[src/hw/rtl/mts_pkg.sv]
package mts_pkg;

   localparam int DEFAULT_STACK_DEPTH = 64;

   typedef logic signed [31:0] word_type;

   // One stack level: the stored value and the minimum of it and every level below it.
   typedef struct packed {
      word_type value;
      word_type minimum;
   } entry_type;

   // Shift control that every cell of the chain sees in the same cycle.
   typedef struct packed {
      logic push;
      logic pop;
   } shift_type;

   localparam logic CMD_PUSH = 1'b0;
   localparam logic CMD_POP  = 1'b1;

   localparam logic [1:0] STATUS_OK        = 2'd0;
   localparam logic [1:0] STATUS_OVERFLOW  = 2'd1;
   localparam logic [1:0] STATUS_UNDERFLOW = 2'd2;

endpackage

[src/hw/rtl/mts_cell.sv]
module mts_cell
   import mts_pkg::*;
(
   input  logic      clock,
   input  shift_type shift,
   input  entry_type upper_entry,
   input  entry_type lower_entry,
   output entry_type stored_entry
);

   entry_type entry_ff;
   entry_type entry_in;

   // A push moves every level one step down; a pop moves every level one step up.
   always_comb begin
      entry_in = entry_ff;
      if (shift.push) begin
         entry_in = upper_entry;
      end else if (shift.pop) begin
         entry_in = lower_entry;
      end
   end

   always_ff @(posedge clock) begin
      entry_ff <= entry_in;
   end

   assign stored_entry = entry_ff;

endmodule

[config.mk]
export PLATFORM = sky130hd
export DESIGN_NAME = mts_cell
export DESIGN_NICKNAME = d
export VERILOG_FILES = /design/src/hw/rtl/mts_pkg.sv /design/src/hw/rtl/mts_cell.sv
export SDC_FILE = /design/constraint.sdc
export NUM_CORES = 1
export LEC_CHECK = 0
export ABC_AREA = 1
export BUFFER_PORTS_ARGS = -buffer_cell sky130_fd_sc_hd__buf_2
export CAP_MARGIN = 25
export CORE_MARGIN = 2
export CORE_UTILIZATION = 41
export CTS_CLUSTER_SIZE = 24
export DETAILED_ROUTE_END_ITERATION = 10
export HOLD_SLACK_MARGIN = 0.06
export PLACE_DENSITY = 0.84
export SYNTH_ARGS = -nofsm -noshare
export SYNTH_HDL_FRONTEND = slang
export SYNTH_SLANG_ARGS = --single-unit
[constraint.sdc]
create_clock -name clock -period 2.05 [get_ports clock]
set_input_delay 0.205 -clock clock [delete_from_list [all_inputs] [get_ports clock]]
set_output_delay 0.205 -clock clock [all_outputs]
set_load 0.005 [all_outputs]
==> metrics, run 1 <==
post-cts sizing count=0; Synth Flop Type=edfxtp_1; Reg clk slew, reported paths=60 ps; # fillers=between 500 and 600; vias in the first global route=2,391; post-synthesis sequential area ratio=0.698; register area=around 1900 um^2; Slew headroom=0.606; Worst EP arrival=850 ps; CP peak stage delay=390 ps; fin crit period=1050 ps; Avg Cell Area, Syn=10.2 um^2; TritonCTS Sinks=64; final setup vio count=0; WP buf/inv=1; I/O pin cnt=195; sequence of cells on the critical path=buf_2; final hold viol count=0; Routed WL=7140 um; area leader, netlist=edfxtp_1; drt wl/cell=13.1 um; YS warnings=0; FF+latch count, synth=64; Cells after Synth=271; CP Capture Type=primary output; P per Cell Area=751 nW/um^2; status=completed; Starting Density=0.429; root buf cell=clkbuf_8; Max Cap Viol=0; RSZ-0062 raised after global routing=false; drt first pass iters=4; Overall Power=0.00294 W; CP Max Fanout=1; Congestion Overflow GR=0; hold buffer count at CTS=0; Buffers on Ports=between 150 and 200; crit path from=stored_entry[54]$_DFFE_PP_; DRT antenna net count=0; Yosys cell types=6; area delta synth->final=41.9%; Critical Path RT=1850 ps; critical path depth in cells=1; min-delay worst type=in -> reg; H-tree depth reported by CTS=3; CTS Buf Count=9; first-pass GRT wire length=10,700 um; die height=86.0 um; end point of the critical path=stored_entry[54]; Crit Path Class=reg -> out; Post-CTS Setup Inserts=0; gpl congestion=between 0.7 and 0.8; die area=7390 um^2; ANT cells=0; Chip Width=86.0 um; largest buffer count on any clock path=2; Synth area leaders=edfxtp_1, nand2_1, buf_6; row cnt=29; largest net degree at the start of global routing=65; area of the multi-input gates=just over 700 um^2; vias per cell=4.58; CTS tree=yes; final setup TNS=0 ps; share of layout cells above drive strength 1=0.443; Cell Area, Synth=2760 um^2; CP Launch Type=register; gr usage total=0.191; initial antenna violation count=0; slowest stage cell, crit path=edfxtp_1; number of synthesized flops with an enable pin=64; Max Freq=~950 MHz; Slew Viols, Final=0; Slew @ Worst Pin=591 ps; Max VDD drop=approximately 400 uV; post-synth top area share=0.698; top cells by count, synth=nand2_1, edfxtp_1, buf_2; nets=597; max FFs per register=64; top-count cell post-synth=nand2_1; Syn Nets=~400; Leakage=2.09 nW; area of the core=6420 um^2; critical path's top delay family=flip-flops; drt drc=0; vias after detailed routing=~2,500; crit share post-route=0.513; half-perimeter wire length after placement=5190 um; asr flop ratio synth=0; initial drt markers=80
[stage by stage]
step	setup WS, ps	instances	instance area [um^2]	util	hold slack (ps)
CTS	907	545	3890	0.606	126
global placement	672	531	3750	0.583	467
floorplan	484	271	2760	-	384
global route	946	546	3910	0.609	136
detailed placement	564	531	3750	0.583	472
finish	999	546	3910	0.609	145
[layer usage]
| metal | global-route usage | wire (um) | up-vias |
|---|---|---|---|
| met5 | 0 | 0 | - |
| met4 | 0.0952 | 170 | 0 |
| met3 | 0.0549 | 589 | 16 |
| met2 | 0.342 | 3780 | 124 |
| met1 | 0.205 | 2600 | 1102 |
| li1 | - | - | 1256 |
[layout by cell type (no fill, tap or decap)]
| cell | count |
|---|---|
| buf_2 | 194 |
| nand2_1 | 192 |
| edfxtp_1 | 64 |
| clkbuf_8 | 9 |
| clkinv_1 | 3 |
| clkbuf_1 | 2 |
| buf_12 | 2 |
| inv_2 | 1 |
| or2_2 | 1 |
| buf_4 | 1 |
[logic make-up after synthesis]
| group | count (synthesis) | share of synthesized area |
|---|---|---|
| buffers and inverters | 14 | 0.0386 |
| flip-flops | 64 | 0.698 |
| AND/OR/NAND/NOR | 193 | 0.264 |
[worst min path at each step]
| stage | startpoint | endpoint | slack (ps) | cells after the start |
|---|---|---|---|---|
| 2_1_floorplan | lower_entry[0] | stored_entry[0]$_DFFE_PP_ | 380 | 2 |
| 3_3_place_gp | lower_entry[14] | stored_entry[14]$_DFFE_PP_ | 470 | 3 |
| 3_5_place_dp | lower_entry[52] | stored_entry[52]$_DFFE_PP_ | 470 | 3 |
| 4_1_cts | lower_entry[52] | stored_entry[52]$_DFFE_PP_ | 130 | 3 |
| 5_1_grt | lower_entry[26] | stored_entry[26]$_DFFE_PP_ | 140 | 3 |
| 6_report | lower_entry[26] | stored_entry[26]$_DFFE_PP_ | 150 | 3 |
[where the power goes]
part / leakage [nW] / switching [W] / internal (W)
Combinational: 1.36 / 0.000235 / 0.000228
Clock: 0.0718 / 0.000416 / 0.000414
Sequential: 0.659 / 0.0000344 / 0.00161
Total: 2.09 / 0.000686 / 0.00225
[cell type report]
| cell class | count | share of cell area |
|---|---|---|
| clock inverters | 3 | 0.00288 |
| multi-input cells | 193 | 0.186 |
| repair buffers | 197 | 0.260 |
| clock buffers | 11 | 0.0336 |
| well taps | 77 | 0.0246 |
| inverters | 1 | 0.000960 |
| flip-flops and latches | 64 | 0.492 |
Power figures use the tool's default switching activity.
==> run 2, diff against run 1 <==
--- a/config.mk
+++ b/config.mk
@@ -5,15 +5,15 @@
 export SDC_FILE = /design/constraint.sdc
 export NUM_CORES = 1
 export LEC_CHECK = 0
-export ABC_AREA = 1
+export ABC_AREA = 0
 export BUFFER_PORTS_ARGS = -buffer_cell sky130_fd_sc_hd__buf_2
 export CAP_MARGIN = 25
 export CORE_MARGIN = 2
-export CORE_UTILIZATION = 41
+export CORE_UTILIZATION = 42
 export CTS_CLUSTER_SIZE = 24
 export DETAILED_ROUTE_END_ITERATION = 10
 export HOLD_SLACK_MARGIN = 0.06
-export PLACE_DENSITY = 0.84
+export PLACE_DENSITY = 0.85
 export SYNTH_ARGS = -nofsm -noshare
 export SYNTH_HDL_FRONTEND = slang
 export SYNTH_SLANG_ARGS = --single-unit
==> constraint.sdc (replaced) <==
create_clock -name clock -period 1 [get_ports clock]
set_input_delay 0.1 -clock clock [delete_from_list [all_inputs] [get_ports clock]]
set_output_delay 0.1 -clock clock [all_outputs]
set_load 0.005 [all_outputs]
==> metrics, run 2 <==
status=complete, but fails checks; violated checks=setup timing; root buf cell=clkbuf_8; sequence of cells on the critical path=buf_2; Crit Path Class=reg -> out; die height=slightly below 90 um; Slew @ Worst Pin=206 ps; share of layout cells above drive strength 1=0.688; min-delay worst type=in -> reg; vias after detailed routing=2,455; Buffers on Ports=just under 200; WP buf/inv=1; CP Capture Type=primary output; crit share post-route=1.01; drt wl/cell=19.1 um; met3 Use GR=0.0815; Post-CTS Setup Inserts=0; largest buffer count on any clock path=2; Reg clk slew, reported paths=~70 ps; final hold viol count=0; slowest stage cell, crit path=edfxtp_1; Syn Nets=roughly 270; top-count cell post-synth=edfxtp_1; CP Max Fanout=1; Congestion Overflow GR=0; CTS Buf Count=9; drt drc=0; Cell Area, Synth=2910 um^2; nets=546; P per Cell Area=1400 nW/um^2; Yosys cell types=6; I/O pin cnt=195; half-perimeter wire length after placement=between 5000 and 6000 um; gr usage total=0.243; area of the core=~6800 um^2; setup ws final=-13.2 ps; Critical Path RT=900 ps; commonest non-fill, non-tap cells in the layout=buf_2, dlygate4sd3_1, edfxtp_1, mux2_4, mux2_2; CP Launch Type=register; vias in the first global route=2,646; Avg Cell Area, Syn=21.4 um^2; initial antenna violation count=0; first-pass GRT wire length=13,200 um; row cnt=30; leading cell type in the layout, fill and taps excluded=buf_2; post-cts sizing count=0; vias per cell=4.91; top cells by count, synth=edfxtp_1, mux2_4, mux2_2; M2 GR Usage=0.430; die area=7600 um^2; Synth area leaders=edfxtp_1, mux2_4, mux2_2; gpl congestion=0.758; Slew Viols, Final=0; area delta synth->final=68.9%; drt first pass iters=4; RSZ-0062 raised after global routing=true; ANT cells=0; critical path's top delay family=flip-flops; final setup vio count=1; DRT antenna net count=0; Max VDD drop=956 uV; Overall Power=0.00687 W; Worst EP arrival=910 ps; Cells after Synth=136; Leakage=2.34 nW; Slew headroom=0.863; Starting Density=0.430; post-synth top area share=0.661; CTS tree=yes; Chip Width=a little under 90 um; GRT met1 Usage=0.234; TritonCTS Sinks=64; Routed WL=9530 um; final setup TNS=-13.2 ps; dpl ws=-111 ps; post-synthesis sequential area ratio=0.661; asr flop ratio synth=0; FF+latch count, synth=64; CP peak stage delay=420 ps; largest net degree at the start of global routing=24; YS warnings=0; number of synthesized flops with an enable pin=between 60 and 70; Max Cap Viol=0; Synth Flop Type=edfxtp_1; Hold Slack=74.3 ps; fin crit period=1010 ps; Max Freq=987 MHz; H-tree depth reported by CTS=3; initial drt markers=67; GR peak layer=met2; area leader, netlist=edfxtp_1; max FFs per register=64
[run 2: final timing paths]
path	depth (start not counted)	startpoint	end	slack, ps
worst max-delay path	1	stored_entry[1]$_DFFE_PP_	stored_entry[1]	-10
worst min-delay path	2	lower_entry[8]	stored_entry[8]$_DFFE_PP_	70
[run 2: repair_timing]
item / 4_1_cts / 5_1_grt
hold endpoints to repair: 38 / 4
hold buffers: 60 / 4
setup endpoints to repair: 0 / 8
[run 2: kinds of logic (layout without fill, tap and decap cells)]
| kind of cell | Yosys count | after routing | synth area share |
|---|---|---|---|
| buffers and inverters | 7 | 291 | 0.0250 |
| flip-flops | 64 | 64 | 0.661 |
| multiplexers | 64 | 64 | 0.311 |
| AND/OR/NAND/NOR | 1 | 1 | 0.00215 |
[run 2: power by group]
part	internal, W	total, W	switching, W	leakage [nW]
Clock	0.00114	0.00212	0.000981	0.0941
Combinational	0.000862	0.00136	0.000499	1.60
Sequential	0.00329	0.00339	0.0000913	0.652
Total	0.00530	0.00687	0.00157	2.34
[run 2: stage by stage]
step | util | cells | instance area (um^2)
after floorplan | - | 136 | 2930
after global placement | 0.605 | 420 | 4090
after detailed placement | 0.605 | 420 | 4090
after CTS | 0.720 | 496 | 4870
after global routing | 0.726 | 500 | 4910
final | 0.726 | 500 | 4910
[run 2: final cells by class]
type	instances	area (um^2)
clock inverters	4	45.0
repair buffers	275	1790
fillers	430	1850
clock buffers	12	135
flip-flops and latches	64	1920
well taps	80	100
multi-input cells	65	913
[run 2: routing by layer]
| layer | vias up | wire, um |
|---|---|---|
| li1 | 1096 | - |
| met1 | 1152 | 3070 |
| met2 | 162 | 5230 |
| met3 | 45 | 746 |
| met4 | 0 | 482 |
| met5 | - | 0 |
